==> src/assert_macros.svh <==
// assertion macros shared by the utf-8 checker rtl
`ifndef ASSERT_MACROS_SVH
`define ASSERT_MACROS_SVH
`ifndef SYNTHESIS
// property checked on every rising clock edge outside reset
`define U8VP_ASSERT(label, prop) \
  label: assert property (@(posedge clk) disable iff (!rst_n) prop) \
    else $error("u8vp assertion failed");
// same with a caller message
`define U8VP_ASSERT_MSG(label, prop, msg) \
  label: assert property (@(posedge clk) disable iff (!rst_n) prop) else $error(msg);
`else
`define U8VP_ASSERT(label, prop)
`define U8VP_ASSERT_MSG(label, prop, msg)
`endif
`endif

==> src/u8vp_pkg.sv <==
// shared types and constants of the utf-8 checker and packer
`default_nettype none
package u8vp_pkg;

  // width of the internal character counter
  localparam int COUNT_BITS = 16;
  // width used to saturate the counter onto the 16-bit result field
  localparam int CNT_EXT_W = (COUNT_BITS > 16) ? COUNT_BITS : 16;
  localparam logic [15:0] CHAR_COUNT_MAX = 16'hffff;

  typedef enum logic [1:0] {
    KIND_CHAR    = 2'd0,
    KIND_END_OK  = 2'd1,
    KIND_END_BAD = 2'd2
  } kind_t;

  // one result from the decode step
  typedef struct packed {
    logic        emit;
    kind_t       kind;
    logic [31:0] word;
    logic [2:0]  len;
    logic [15:0] count;
  } step_res_t;

endpackage
`default_nettype wire

==> src/u8vp_skid.sv <==
// input byte register with a skid entry so stall is registered
`default_nettype none
module u8vp_skid (
  input  wire logic       clk,
  input  wire logic       rst_n,
  input  wire logic       in_valid,
  input  wire logic [7:0] in_byte,
  output logic            in_stall,
  input  wire logic       consume,
  output logic            main_valid,
  output logic [7:0]      main_byte
);
  import u8vp_pkg::*;

  logic       main_valid_r, main_valid_nxt;
  logic       skid_valid_r, skid_valid_nxt;
  logic [7:0] main_byte_r, main_byte_nxt;
  logic [7:0] skid_byte_r, skid_byte_nxt;
  logic       take;

  assign take       = in_valid && !skid_valid_r;
  assign in_stall   = skid_valid_r;
  assign main_valid = main_valid_r;
  assign main_byte  = main_byte_r;

  // next state of the two entries
  always_comb begin
    main_valid_nxt = main_valid_r;
    skid_valid_nxt = skid_valid_r;
    main_byte_nxt  = main_byte_r;
    skid_byte_nxt  = skid_byte_r;
    if (consume) begin
      if (skid_valid_r) begin
        main_byte_nxt  = skid_byte_r;
        skid_valid_nxt = 1'b0;
      end else begin
        main_valid_nxt = take;
        main_byte_nxt  = in_byte;
      end
    end else if (!main_valid_r) begin
      main_valid_nxt = take;
      main_byte_nxt  = in_byte;
    end else if (take) begin
      skid_valid_nxt = 1'b1;
      skid_byte_nxt  = in_byte;
    end
  end

  always_ff @(posedge clk) begin
    if (!rst_n) begin
      main_valid_r <= 1'b0;
      skid_valid_r <= 1'b0;
    end else begin
      main_valid_r <= main_valid_nxt;
      skid_valid_r <= skid_valid_nxt;
    end
    main_byte_r <= main_byte_nxt;
    skid_byte_r <= skid_byte_nxt;
  end

`include "assert_macros.svh"
  // the skid entry only fills behind a held main entry
  `U8VP_ASSERT(a_skid_behind_main, skid_valid_r |-> main_valid_r)
  // a full skid is drained before anything new is taken
  `U8VP_ASSERT(a_skid_drain, (skid_valid_r && consume) |=> !skid_valid_r)

endmodule
`default_nettype wire

==> src/u8vp_step.sv <==
// per-byte decode step with the character assembly state
`default_nettype none
module u8vp_step (
  input  wire logic             clk,
  input  wire logic             rst_n,
  input  wire logic             fire,
  input  wire logic [7:0]       byte_in,
  output u8vp_pkg::step_res_t   res
);
  import u8vp_pkg::*;

  localparam logic [COUNT_BITS-1:0] CNT_MAX = '1;

  logic [1:0]            bytes_left_r, bytes_left_nxt;
  logic [2:0]            byte_total_r, byte_total_nxt;
  logic [23:0]           partial_word_r, partial_word_nxt;
  logic                  error_seen_r, error_seen_nxt;
  logic [COUNT_BITS-1:0] chars_done_r, chars_done_nxt;
  logic [COUNT_BITS-1:0] chars_inc;
  logic [CNT_EXT_W-1:0]  count_ext;
  logic [15:0]           count_sat;

  // saturating counter step and its 16-bit view
  assign chars_inc = (chars_done_r == CNT_MAX) ? chars_done_r : chars_done_r + 1'b1;
  assign count_ext = CNT_EXT_W'(chars_done_r);
  assign count_sat = (count_ext > CNT_EXT_W'(CHAR_COUNT_MAX)) ? CHAR_COUNT_MAX
                                                              : count_ext[15:0];

  // decode one byte
  always_comb begin
    bytes_left_nxt   = bytes_left_r;
    byte_total_nxt   = byte_total_r;
    partial_word_nxt = partial_word_r;
    error_seen_nxt   = error_seen_r;
    chars_done_nxt   = chars_done_r;
    res.emit  = 1'b0;
    res.kind  = KIND_CHAR;
    res.word  = '0;
    res.len   = '0;
    res.count = '0;
    if (fire) begin
      priority if (byte_in == 8'h00) begin
        // terminator: end result, then back to reset state
        res.emit         = 1'b1;
        res.kind         = (error_seen_r || bytes_left_r != 2'd0) ? KIND_END_BAD
                                                                  : KIND_END_OK;
        res.count        = count_sat;
        bytes_left_nxt   = '0;
        byte_total_nxt   = '0;
        partial_word_nxt = '0;
        error_seen_nxt   = 1'b0;
        chars_done_nxt   = '0;
      end else if (error_seen_r) begin
        // skip until terminator
      end else if (bytes_left_r == 2'd0) begin
        priority if (!byte_in[7]) begin
          res.emit       = 1'b1;
          res.word       = {24'h0, byte_in};
          res.len        = 3'd1;
          chars_done_nxt = chars_inc;
        end else if (byte_in[7:5] == 3'b110) begin
          byte_total_nxt   = 3'd2;
          bytes_left_nxt   = 2'd1;
          partial_word_nxt = {16'h0, byte_in};
        end else if (byte_in[7:4] == 4'b1110) begin
          byte_total_nxt   = 3'd3;
          bytes_left_nxt   = 2'd2;
          partial_word_nxt = {16'h0, byte_in};
        end else if (byte_in[7:3] == 5'b11110) begin
          byte_total_nxt   = 3'd4;
          bytes_left_nxt   = 2'd3;
          partial_word_nxt = {16'h0, byte_in};
        end else begin
          // bad lead byte
          error_seen_nxt   = 1'b1;
          bytes_left_nxt   = '0;
          byte_total_nxt   = '0;
          partial_word_nxt = '0;
        end
      end else if (byte_in[7:6] != 2'b10) begin
        // missing continuation
        error_seen_nxt   = 1'b1;
        bytes_left_nxt   = '0;
        byte_total_nxt   = '0;
        partial_word_nxt = '0;
      end else if (bytes_left_r == 2'd1) begin
        // last continuation completes the character
        res.emit         = 1'b1;
        res.word         = {partial_word_r, byte_in};
        res.len          = byte_total_r;
        chars_done_nxt   = chars_inc;
        bytes_left_nxt   = '0;
        byte_total_nxt   = '0;
        partial_word_nxt = '0;
      end else begin
        partial_word_nxt = {partial_word_r[15:0], byte_in};
        bytes_left_nxt   = bytes_left_r - 2'd1;
      end
    end
  end

  always_ff @(posedge clk) begin
    if (!rst_n) begin
      bytes_left_r   <= '0;
      byte_total_r   <= '0;
      partial_word_r <= '0;
      error_seen_r   <= 1'b0;
      chars_done_r   <= '0;
    end else begin
      bytes_left_r   <= bytes_left_nxt;
      byte_total_r   <= byte_total_nxt;
      partial_word_r <= partial_word_nxt;
      error_seen_r   <= error_seen_nxt;
      chars_done_r   <= chars_done_nxt;
    end
  end

`include "assert_macros.svh"
  // open character always leaves fewer bytes than its length
  `U8VP_ASSERT_MSG(a_left_below_total, (bytes_left_r != 2'd0) |-> (byte_total_r > 3'(bytes_left_r)), "u8vp bytes_left out of step with byte_total")
  // terminator clears counter and error flag
  `U8VP_ASSERT(a_term_clears, (fire && byte_in == 8'h00) |=> (chars_done_r == '0 && !error_seen_r))

endmodule
`default_nettype wire

==> src/utf8_validate_and_pack_unit.sv <==
// Structural UTF-8 checker and packer, one byte accepted per cycle while in_stall is low.
// A byte taken is held in the input register, then decoded into the result register.
// Throughput: one byte per clock sustained while out_stall is low; the decode step is
// combinational logic between the input register and the result register.
// Reset (rst_n low, synchronous) clears character state, counter and both
// handshake stages.
`default_nettype none
module utf8_validate_and_pack_unit (
  input  wire logic        clk,
  input  wire logic        rst_n,
  input  wire logic        in_valid,
  input  wire logic [7:0]  in_byte,
  output logic             in_stall,
  output logic             out_valid,
  input  wire logic        out_stall,
  output logic [1:0]       out_kind,
  output logic [31:0]      out_char_word,
  output logic [2:0]       out_char_len,
  output logic [15:0]      out_char_count
);
  import u8vp_pkg::*;

  logic        main_valid;
  logic [7:0]  main_byte;
  logic        out_free;
  logic        consume;
  step_res_t   res;
  logic        out_valid_r, out_valid_nxt;
  logic [1:0]  out_kind_r;
  logic [31:0] out_word_r;
  logic [2:0]  out_len_r;
  logic [15:0] out_count_r;

  // result register can take a new request
  assign out_free = !out_valid_r || !out_stall;
  assign consume  = main_valid && out_free;

  u8vp_skid u_skid (
    .clk        (clk),
    .rst_n      (rst_n),
    .in_valid   (in_valid),
    .in_byte    (in_byte),
    .in_stall   (in_stall),
    .consume    (consume),
    .main_valid (main_valid),
    .main_byte  (main_byte)
  );

  u8vp_step u_step (
    .clk     (clk),
    .rst_n   (rst_n),
    .fire    (consume),
    .byte_in (main_byte),
    .res     (res)
  );

  // result register
  always_comb begin
    out_valid_nxt = out_valid_r;
    if (out_free) begin
      out_valid_nxt = consume && res.emit;
    end
  end

  always_ff @(posedge clk) begin
    if (!rst_n) begin
      out_valid_r <= 1'b0;
    end else begin
      out_valid_r <= out_valid_nxt;
    end
    if (consume && res.emit) begin
      out_kind_r  <= res.kind;
      out_word_r  <= res.word;
      out_len_r   <= res.len;
      out_count_r <= res.count;
    end
  end

  assign out_valid      = out_valid_r;
  assign out_kind       = out_kind_r;
  assign out_char_word  = out_word_r;
  assign out_char_len   = out_len_r;
  assign out_char_count = out_count_r;

endmodule
`default_nettype wire

==> config.mk <==
export PLATFORM = sky130hd
export DESIGN_NAME = utf8_validate_and_pack_unit
export DESIGN_NICKNAME = d
export VERILOG_FILES = /design/src/u8vp_pkg.sv /design/src/u8vp_skid.sv /design/src/u8vp_step.sv /design/src/utf8_validate_and_pack_unit.sv
export VERILOG_INCLUDE_DIRS = /design/src /design/src/src
export SDC_FILE = /design/constraint.sdc
export NUM_CORES = 1
export LEC_CHECK = 0
export ABC_CLOCK_PERIOD_IN_PS = 4800
export BUFFER_PORTS_ARGS = -buffer_cell sky130_fd_sc_hd__buf_2
export CAP_MARGIN = 10
export CORE_ASPECT_RATIO = 0.7
export CORE_MARGIN = 2
export CORE_UTILIZATION = 45
export CTS_BUF_LIST = sky130_fd_sc_hd__clkbuf_16
export CTS_CLUSTER_SIZE = 28
export DETAILED_ROUTE_END_ITERATION = 7
export HOLD_SLACK_MARGIN = 0.02
export PLACE_DENSITY = 0.7
export SLEW_MARGIN = 25
export SYNTH_ARGS = -nofsm -noshare
export SYNTH_HDL_FRONTEND = slang
export SYNTH_SLANG_ARGS = --single-unit
==> constraint.sdc <==
create_clock -name clk -period 4.8 [get_ports clk]
set_input_delay 0.96 -clock clk [delete_from_list [all_inputs] [get_ports clk]]
set_output_delay 0.96 -clock clk [all_outputs]
set_load 0.005 [all_outputs]
Word-level counts from Yosys, hierarchy flattened
Index checks and enable logic that the tools add are counted.

$add $sub $neg: 2. Multipliers: 0. Divide/modulo/power cells: 0. $lt $le $gt $ge: 1. Equality and inequality tests: 12. Shift-type cells: 0. Muxes and demuxes: 65. Bitwise logic cells: 2. Reduce and logical (&&, ||, !) cells: 21.

Operator list (count): 24-bit two-way mux (8); 35-bit two-way mux (5); 16-bit two-way mux (9); 54-bit two-way mux (1); 8-bit two-way mux (4); 3-bit two-way mux (9); 2-bit two-way mux (11); 1-bit two-way mux (17); 16-bit by 1-bit adder with 16-bit output, second input constant (1); 16-bit equality test, second input constant (1); 16-bit > comparator, second input constant (1); 10-bit two-way mux (1); 8-bit zero test (1); 2-bit != test, second input constant (4); 3-bit by 2-bit != test with 1-bit output, second input constant (2); 3-bit AND reduction (2); 5-bit equality test, second input constant (1); 5-bit AND reduction (1); 4-bit equality test, second input constant (1); 2-bit AND reduction (2); 4-bit AND reduction (1); 4-bit nonzero test (1); 3-bit equality test, second input constant (1); 1-bit logical AND (3); other kinds (11) (15).

Flip-flop bits (word level): 118. Bits in latches: 0. Bits in writable memories: 0. Memory bits (read-only): 0. Bits of input ports: 12. Output and inout bits: 55. Memories kept: 0.

Depth between registers and ports, before layout
Gate-level depths: netlist of run 1.

Word-level depth: 8. Depth in mapped cells: 9. Mapped depth without buffers: 8.

Modules after synthesis
Synthesis of run 1 repeated with hierarchy kept, for this count alone.

Cell total of the unflattened synthesis: 437. Area total of the unflattened synthesis: 4977.3 um^2.

Modules (own cells, without submodules): u8vp_step (times used 1, cells an instance 343, area an instance 2666.3 um^2); utf8_validate_and_pack_unit (times used 1, cells an instance 59, area an instance 1637.8 um^2); u8vp_skid (times used 1, cells an instance 35, area an instance 673.1 um^2).

Worst setup path after synthesis of run 1
OpenSTA, ideal clock, no wires.

Kind: input port to flip-flop. Start: input out_stall. End: register out_count_r[0], in the netlist out_char_count[0], enable pin. Library setup time: 0.412 ns. Data arrival time: 2.442 ns. Path slack: 1.946 ns. Stages: 3. Path through: a21boi_4 o211ai_4 nand2_1.

Cells in the longest elaborated chain, start to end: 5.

RTL lines: from (decl) (RTL line utf8_validate_and_pack_unit.sv:15) `input wire logic out_stall,`; 1-bit zero test (*) (RTL line utf8_validate_and_pack_unit.sv:35) `assign out_free = !out_valid_r || !out_stall;`; 1-bit logical OR (*) (RTL line utf8_validate_and_pack_unit.sv:35); 1-bit logical AND (*) (RTL line utf8_validate_and_pack_unit.sv:36) `assign consume = main_valid && out_free;`; 54-bit two-way mux (RTL line u8vp_step.sv:41) `if (fire) begin`; 1-bit logical AND (*) (RTL line utf8_validate_and_pack_unit.sv:71) `if (consume && res.emit) begin`; to (signal assigned) (RTL line utf8_validate_and_pack_unit.sv:75) `out_count_r <= res.count;`; to (decl) (RTL line utf8_validate_and_pack_unit.sv:32) `logic [15:0] out_count_r;`.

Every way passes the cells marked *; elsewhere a longest branch is shown, timed or not. A chain may end at the register's enable or synchronous reset.

Worst setup path after layout of run 1
Start: register u_skid.main_byte_r[7], in the netlist u_skid.main_byte[7]. End: register out_word_r[25], in the netlist out_char_word[25], enable pin.

Cells in the longest elaborated chain, start to end: 7. Elaborated cells between the ends (all ways): 9.

RTL lines: from (decl) (RTL line u8vp_skid.sv:17) `logic [7:0] main_byte_r, main_byte_nxt;`; from (signal assigned) (RTL line u8vp_skid.sv:57) `main_byte_r <= main_byte_nxt;`; 2-bit != test (RTL line u8vp_step.sv:80) `end else if (byte_in[7:6] != 2'b10) begin`; 1-bit two-way mux (RTL line u8vp_step.sv:80); 1-bit two-way mux (RTL line u8vp_step.sv:55) `end else if (bytes_left_r == 2'd0) begin`; 1-bit two-way mux (RTL line u8vp_step.sv:53) `end else if (error_seen_r) begin`; 1-bit two-way mux (*) (RTL line u8vp_step.sv:42) `priority if (byte_in == 8'h00) begin`; 54-bit two-way mux (*) (RTL line u8vp_step.sv:41); 1-bit logical AND (*) (RTL line utf8_validate_and_pack_unit.sv:71); to (signal assigned) (RTL line utf8_validate_and_pack_unit.sv:73) `out_word_r <= res.word;`; to (decl) (RTL line utf8_validate_and_pack_unit.sv:30) `logic [31:0] out_word_r;`.

Marks and branches as above.

==> results of run 1 <==
==> power breakdown <==
| part | internal [W] | total, W | switching [W] |
|---|---|---|---|
| Sequential | 0.00110 | 0.00111 | 0.0000166 |
| Combinational | 0.0000369 | 0.000105 | 0.0000682 |
| Clock | 0.000967 | 0.00140 | 0.000433 |
==> stage by stage <==
step	power [W]	instances	cell area (sq um)	utilization [%]
finish	0.00262	622	5870	56.9
global route	0.00270	622	5870	56.9
CTS	0.00264	622	5870	56.9
detailed placement	0.00124	590	5200	50.4
global placement	0.00123	590	5200	50.4
floorplan	0.00120	411	4770	-
==> cells by family (layout without fill, tap and decap cells) <==
group / Yosys count / in the layout / share of synthesized area, %
buffers and inverters: 27 / 106 / 2.44
AOI/OAI and AO/OA: 60 / 60 / 8.40
muxes: 8 / 8 / 1.89
DFF: 118 / 118 / 64.0
and+or+nand+nor: 181 / 181 / 19.9
xor gates and xnor gates: 14 / 14 / 2.57
adders and majority gates: 3 / 3 / 0.787
==> worst max-delay path: cells and delay by family, from the launching register on <==
family	cells	cell delay, ns
AND/OR/NAND/NOR	4	1.92
flip-flops	1	0.53
==> cell type report <==
cell class / count / area, sq um
clock buffers: 17 / 425
clock inverters: 15 / 238
fillers: 824 / 4450
inverters: 5 / 18.8
multi-input cells: 266 / 1620
flip-flops and latches: 118 / 3050
well taps: 132 / 165
repair buffers: 69 / 353
==> state kept, by name (all words and copies together) (netlist names), 2 cells and up <==
register	cells
out_char_word	32
u_step.partial_word_r	24
out_char_count	16
u_step.chars_done_r	16
u_skid.main_byte	8
u_skid.skid_byte_r	8
out_char_len	3
u_step.byte_total_r	3
out_kind	2
u_step.bytes_left_r	2
==> final timing paths <==
path,depth (start not counted),slack (ns),to
worst max register to register,4,1.94,out_char_word[25]$_SDFFCE_PP0P_
worst min-delay path,2,0.45,u_step.partial_word_r[20]$_SDFFE_PN0P_
worst min register to register,2,0.45,u_step.partial_word_r[20]$_SDFFE_PN0P_
worst max-delay path,4,1.94,out_char_word[25]$_SDFFCE_PP0P_
==> metal layers <==
metal  up-vias  share of wire [%]  GRT usage, %
met5         -                  0             0
met4         0               0.48          5.22
met2       104                 42          24.1
li1       1619                  -             -
met3         4                6.9          6.79
met1      1540                 51          26.6
==> synth_stat cells (2+ instances only) <==
library cell	count	area share, %
clkbuf_1	15	1.2
ha_1	3	0.79
edfxtp_1	69	43
xor2_1	14	2.6
mux2_2	8	1.9
nand2b_1	3	0.39
dfxtp_1	49	21
nor3b_1	4	0.63
and4_1	2	0.37
and3_1	22	2.9
buf_2	6	0.63
nand3_1	25	2.6
o2111ai_1	2	0.37
a31oi_1	2	0.26
nor2_1	31	2.4
nor4_1	2	0.26
a21oi_1	34	3.6
o21ai_0	6	0.63
and2_1	33	4.3
nand2_1	39	3.1
nand4_1	7	0.92
or3_1	2	0.26
nor3_1	4	0.42
o211ai_1	2	0.31
inv_1	5	0.39
==> key figures, run 1 <==
Outcome
  – Outcome: completed

Final layout
  – Area Overhead vs Synth: 23.1%
  – Final #Nets: 492
  – Share of post-route cells with drive strength above 1: 24.1%
  – ANT cells: 0
  – Most frequent cells in the layout: edfxtp_1, buf_2, dfxtp_1
  – Most common cell after layout, fill and taps aside: edfxtp_1

Placed design
  – Post-placement setup slack: 1.81 ns
  – Final HPWL DP: 6420 microns
  – Routability cong.: 0.858
  – IO Port Bufs: 66

GRT
  – Gr ovfl total: 0
  – GRT Overall Usage: 17.8%
  – Vias in the first global route: 3046
  – Largest net degree at the start of global routing: 54
  – Initial antenna violation count: 0
  – First-pass GRT wire length: 15700 microns

Worst hold path
  – Worst min-delay path startpoint: u_step.partial_word_r[20]$_SDFFE_PN0P_
  – Worst Hold Class: reg2reg

Clock network
  – CTS sink cnt: 118
  – Post-CTS Hold Fix Bufs: 0
  – Post-CTS Setup Inserts: 0
  – Worst-Skew Late Latency: 0.41 ns
  – Num CTS Buffers: 17
  – Post-cts sizing count: 0
  – CTS root buffer: clkbuf_16
  – Clock Tree Buf Depth: 2
  – Clock-pin slew on the worst setup and hold paths: 0.06 ns
  – CTS tree: yes
  – H-tree levels: 4

Worst setup path
  – Reg2reg start: u_skid.main_byte[7]$_DFFE_PP_
  – Slowest stage delay, CP: 0.61 ns
  – Crit. End Element: flip-flop
  – Startpoint Class: flip-flop
  – Setup CP Type: reg2reg
  – Worst endpoint required time: 4.84 ns
  – CP arrival: 2.90 ns
  – CP Max Fanout: 53
  – Slowest cell on crit path: and2_1
  – Worst path cell trace: nor4_1 > and2_1 > nand2_1 > nand2_4
  – Critical path origin: u_skid.main_byte[7]$_DFFE_PP_

STA
  – Min Tclk post-route: 2.86 ns
  – Min Hold Slack: 0.449 ns
  – Tcrit/Tclk final: 59.6%
  – Final Hold Fails: 0
  – Slew @ Worst Pin: 0.996 ns
  – F_max: 349 MHz
  – Total negative slack: 0 ns
  – Max Slew Vio Count: 0
  – Slew HR: 33.5%
  – Final WS setup: 1.94 ns
  – RSZ-0062 raised after global routing: no
  – Clk_skew: 0.0136 ns
  – # setup viols final: 0

Synthesis
  – Part of the Yosys area used for sequential elements: 64.0%
  – Yosys warns: 0
  – Post-synth EDFFs: 69
  – Synth Cell Area: 0.00477 sq mm
  – Syn Inst Count: 411
  – Ys flop type: edfxtp_1
  – Distinct cell type count after synthesis: 47
  – Synth async-reset ratio: 0%
  – Post-synthesis register bit count: 118
  – Mapped Avg Cell Area: 11.6 sq um
  – Post-Syn Nets: 426

Floorplan
  – Initial core utilization: 46.2%
  – Top Ports: 67
  – DIE WIDTH: 127 microns
  – Die span in y: 90.1 microns
  – Core box area: 0.0103 sq mm
  – DIE AREA: 0.0114 sq mm
  – Rows: 31

Flow run
  – Max-cap violations: 0

Routing
  – Vias per inst: 5.25
  – DRC viols: 0
  – DRT antenna net count: 0
  – Wirelength per Cell: 15.5 microns
  – DRT Pass-1 Iters: 7
  – Vias: 3267
  – 1st-iter DRT viols: 274
  – Routed WL: 9630 microns

Power and ir drop
  – Leak pwr: 2.24 nW
  – Power density cells: 446 mW/mm^2
  – Worst VDD drop: 0.273 mV
No activity file was read; power rests on OpenSTA's default activity.
==> run 2, diff against run 1 <==
--- a/config.mk
+++ b/config.mk
@@ -6,7 +6,8 @@
 export SDC_FILE = /design/constraint.sdc
 export NUM_CORES = 1
 export LEC_CHECK = 0
-export ABC_CLOCK_PERIOD_IN_PS = 4800
+export ABC_AREA = 1
+export ABC_CLOCK_PERIOD_IN_PS = 2750
 export BUFFER_PORTS_ARGS = -buffer_cell sky130_fd_sc_hd__buf_2
 export CAP_MARGIN = 10
 export CORE_ASPECT_RATIO = 0.7
==> constraint.sdc (replaced) <==
create_clock -name clk -period 2.75 [get_ports clk]
set_input_delay 0.55 -clock clk [delete_from_list [all_inputs] [get_ports clk]]
set_output_delay 0.55 -clock clk [all_outputs]
set_load 0.005 [all_outputs]
==> run 2 against run 1 <==
  * Clock skew decreased by 0.0040 ns
  * Synthesized cell count increased by 37%
  * Total power increased by 68%
  * Cell count increased by 29%
  * Area after synthesis increased by 7.2%
  * Wire length increased by 10%
  * Critical path depth increased by 6
  * Maximum frequency increased by 30%
  * Die area increased by 6.9%
  * Count of clock-buffer cells in the layout unchanged
  * Largest cell class unchanged
==> key figures, run 2 <==
GRT
  – Vias in the first global route: 3694 (+21%)
  – Largest net degree at the start of global routing: 51 (-5.6%)
  – GRT Overall Usage: 18.3% (+0.47 points)
  – Gr ovfl total: 0 (unchanged)
  – Initial antenna violation count: 0 (unchanged)
  – First-pass GRT wire length: 17600 microns (+12%)

Outcome
  – Outcome: completed

Worst setup path
  – Worst endpoint required time: 3.07 ns (-1.77 ns)
  – Slowest stage delay, CP: 0.35 ns (-0.26 ns)
  – Worst path cell trace: inv_1 > ha_1 > nor2_1 > nand2_1 > nand2_1 > nand2_2 > nand2_4 > buf_12 > nand3_1 > a21oi_1
  – CP arrival: 2.52 ns (-0.38 ns)
  – Setup CP Type: reg2reg
  – Crit. End Element: flip-flop
  – Startpoint Class: flip-flop
  – Reg2reg start: u_step.bytes_left_r[0]$_SDFFE_PN0P_
  – Critical path origin: u_step.bytes_left_r[0]$_SDFFE_PN0P_
  – Crit path top cell by count: nand2_1
  – Crit-path leading delay family: simple AND/OR/NAND/NOR gates
  – CP Buf/Inv Count: 2 (+2)
  – Slowest cell on crit path: dfxtp_1
  – CP Max Fanout: 30 (-43%)

Final layout
  – Storage cell area: 0.00305 sq mm (unchanged)
  – Most common cell after layout, fill and taps aside: nor2_1
  – Most frequent cells in the layout: nor2_1, nand2_1, inv_1
  – Share of post-route cells with drive strength above 1: 19.5% (-4.5 points)
  – Area Overhead vs Synth: 21.3%
  – ANT cells: 0 (unchanged)
  – Area of the multi-input gates: 0.00166 sq mm (+3.0%)
  – # fillers: 1002 (+22%)
  – Largest register FFs: 32 (unchanged)
  – Final #Nets: 652 (+33%)

Clock network
  – CTS sink cnt: 118 (unchanged)
  – H-tree levels: 4 (unchanged)
  – Post-CTS Setup Inserts: 0 (unchanged)
  – CTS root buffer: clkbuf_16
  – Clock Tree Buf Depth: 2 (unchanged)
  – Post-cts sizing count: 0 (unchanged)
  – Worst-Skew Late Latency: 0.42 ns (about the same)
  – Post-CTS Hold Fix Bufs: 0 (unchanged)
  – CTS tree: yes
  – Clock-pin slew on the worst setup and hold paths: 0.06 ns (about the same)
  – Num CTS Buffers: 17 (unchanged)

STA
  – F_max: 455 MHz (+30%)
  – Slew @ Worst Pin: 0.618 ns (-0.378 ns)
  – RSZ-0062 raised after global routing: no
  – Clk_skew: 0.00965 ns (-0.00396 ns)
  – Min Tclk post-route: 2.20 ns (-0.666 ns)
  – Slew HR: 58.5% (+25 points)
  – Final Hold Fails: 0 (unchanged)
  – Total negative slack: 0 ns (unchanged)
  – Max Slew Vio Count: 0 (unchanged)
  – # setup viols final: 0 (unchanged)
  – Tcrit/Tclk final: 79.9% (+20 points)

Synthesis
  – Yosys top cell area share: 40.5% (-2.9 points)
  – Distinct cell type count after synthesis: 34 (-28%)
  – Cell accounting for the most synthesized area: edfxtp_1
  – Largest family of logic cells by synthesized area: simple AND/OR/NAND/NOR gates
  – Synth async-reset ratio: 0% (unchanged)
  – Most common cell in the netlist: nor2_1
  – Yosys warns: 0 (unchanged)
  – Mux share of post-synthesis cell area: 0% (-1.9 points)
  – Area contributors post-synth: edfxtp_1, dfxtp_1, nor2_1
  – Xor and xnor area share after synthesis: 0.171% (-2.4 points)
  – Syn Inst Count: 564 (+37%)
  – Post-synthesis register bit count: 118 (unchanged)
  – Post-Syn Nets: 579 (+36%)
  – Mapped Avg Cell Area: 9.06 sq um (-22%)
  – Post-Synth Adder-Cell Area: 0.734% (-0.053 points)
  – Post-synth EDFFs: 69 (unchanged)
  – Synth Cell Area: 0.00511 sq mm (+7.2%)
  – Ys flop type: edfxtp_1
  – Simple-Gate Fraction of Synth Area: 22.9% (+3.0 points)
  – Part of the Yosys area used for sequential elements: 59.7% (-4.3 points)
  – Synth Area in Compound Gates: 8.71% (+0.32 points)
  – Synth top cells by count: nor2_1, nand2_1, inv_1

Floorplan
  – Top Ports: 67 (unchanged)
  – DIE WIDTH: 131 microns (+3.4%)
  – Rows: 32 (+3.2%)
  – Initial core utilization: 46.3% (about the same)
  – DIE AREA: 0.0122 sq mm (+6.9%)
  – Core box area: 0.0111 sq mm (+7.1%)
  – Die span in y: 93.2 microns (+3.4%)

Routing
  – Vias per inst: 4.93 (-6.1%)
  – DRT antenna net count: 0 (unchanged)
  – Routed WL: 10600 microns (+10%)
  – Wirelength per Cell: 13.2 microns (-14%)
  – 1st-iter DRT viols: 377 (+38%)
  – DRT Pass-1 Iters: 5 (-2)
  – Vias: 3961 (+21%)
  – DRC viols: 0 (unchanged)

Power and ir drop
  – P_int: 0.00337 W (+60%)
  – Clock Power Share: 50.9% (-2.6 points)
  – Comb power frac: 4.8% (+0.8 points)
  – Psw: 0.00104 W (+100%)
  – Power density cells: 712 mW/mm^2 (+60%)
  – Worst VDD drop: 0.375 mV (+38%)
  – Register share of total power: 44.3% (+1.8 points)
  – Leak pwr: 2.42 nW (+7.9%)
  – Switching share of power: 23.6% (+3.8 points)
  – Pwr Total: 0.00441 W (+68%)

Flow run
  – Max-cap violations: 0 (unchanged)

Worst hold path
  – Worst min-delay path startpoint: in_byte[4]
  – Worst Hold Class: in2reg

Placed design
  – Routability cong.: 0.904 (+5.3%)
  – Final HPWL DP: 7010 microns (+9.2%)
  – IO Port Bufs: 66 (unchanged)
-- run 2: layout make-up --
type                       instances  area share (%)
clock buffer                      17            6.86
clock inverter                    15            2.95
inverter                          75            4.54
multi-input combinational        353            26.8
sequential                       118            49.3
tap                              153            3.09
timing repair buffer              72            6.46
-- run 2: kinds of logic after synthesis --
| kind of cell | Yosys count |
|---|---|
| flip-flops | 118 |
| XOR/XNOR | 1 |
| buffers and inverters | 93 |
| AND/OR/NAND/NOR | 263 |
| adder cells (fa/ha/maj) | 3 |
| AO/OA/AOI/OAI | 86 |
-- run 2: path summary, 6_finish.rpt --
check / end / slack, ns / cells after the start
worst min-delay path: u_skid.skid_byte_r[4]$_DFFE_PP_ / 0.32 / 1
worst max register to register: u_step.chars_done_r[6]$_SDFFE_PN0P_ / 0.55 / 10
worst max-delay path: u_step.chars_done_r[6]$_SDFFE_PN0P_ / 0.55 / 10
worst min register to register: u_step.byte_total_r[1]$_SDFFE_PN0P_ / 0.48 / 2
-- run 2: power by group through the flow --
stage               combinational (W)  clock, W  sequential, W
global placement             0.000204         0        0.00199
floorplan                    0.000137         0        0.00199
global route                 0.000239   0.00237        0.00196
detailed placement           0.000208         0        0.00199
CTS                          0.000211   0.00228        0.00195
finish                       0.000211   0.00225        0.00195
-- run 2: per-layer routing --
metal / global-route usage [%] / up-vias / wire [microns] / share of wire, %
met1: 25.8 / 1822 / 5350 / 50
li1: - / 2002 / - / -
met2: 25.9 / 119 / 4500 / 42
met4: 9.06 / 0 / 182 / 1.7
met5: 0 / - / 0 / 0
met3: 5.20 / 18 / 612 / 5.8
-- run 2: metrics by stage --
stage / utilization (%) / worst slack, ns / hold WS [ns] / cells / cell area [sq um]
after CTS: 56.1 / 0.562 / 0.310 / 803 / 6200
after detailed placement: 50.6 / 0.533 / 0.478 / 771 / 5590
after global routing: 56.1 / 0.367 / 0.312 / 803 / 6200
after global placement: 50.6 / 0.612 / 0.460 / 771 / 5590
final: 56.1 / 0.554 / 0.323 / 803 / 6200
after floorplan: - / 0.825 / 0.429 / 564 / 5110
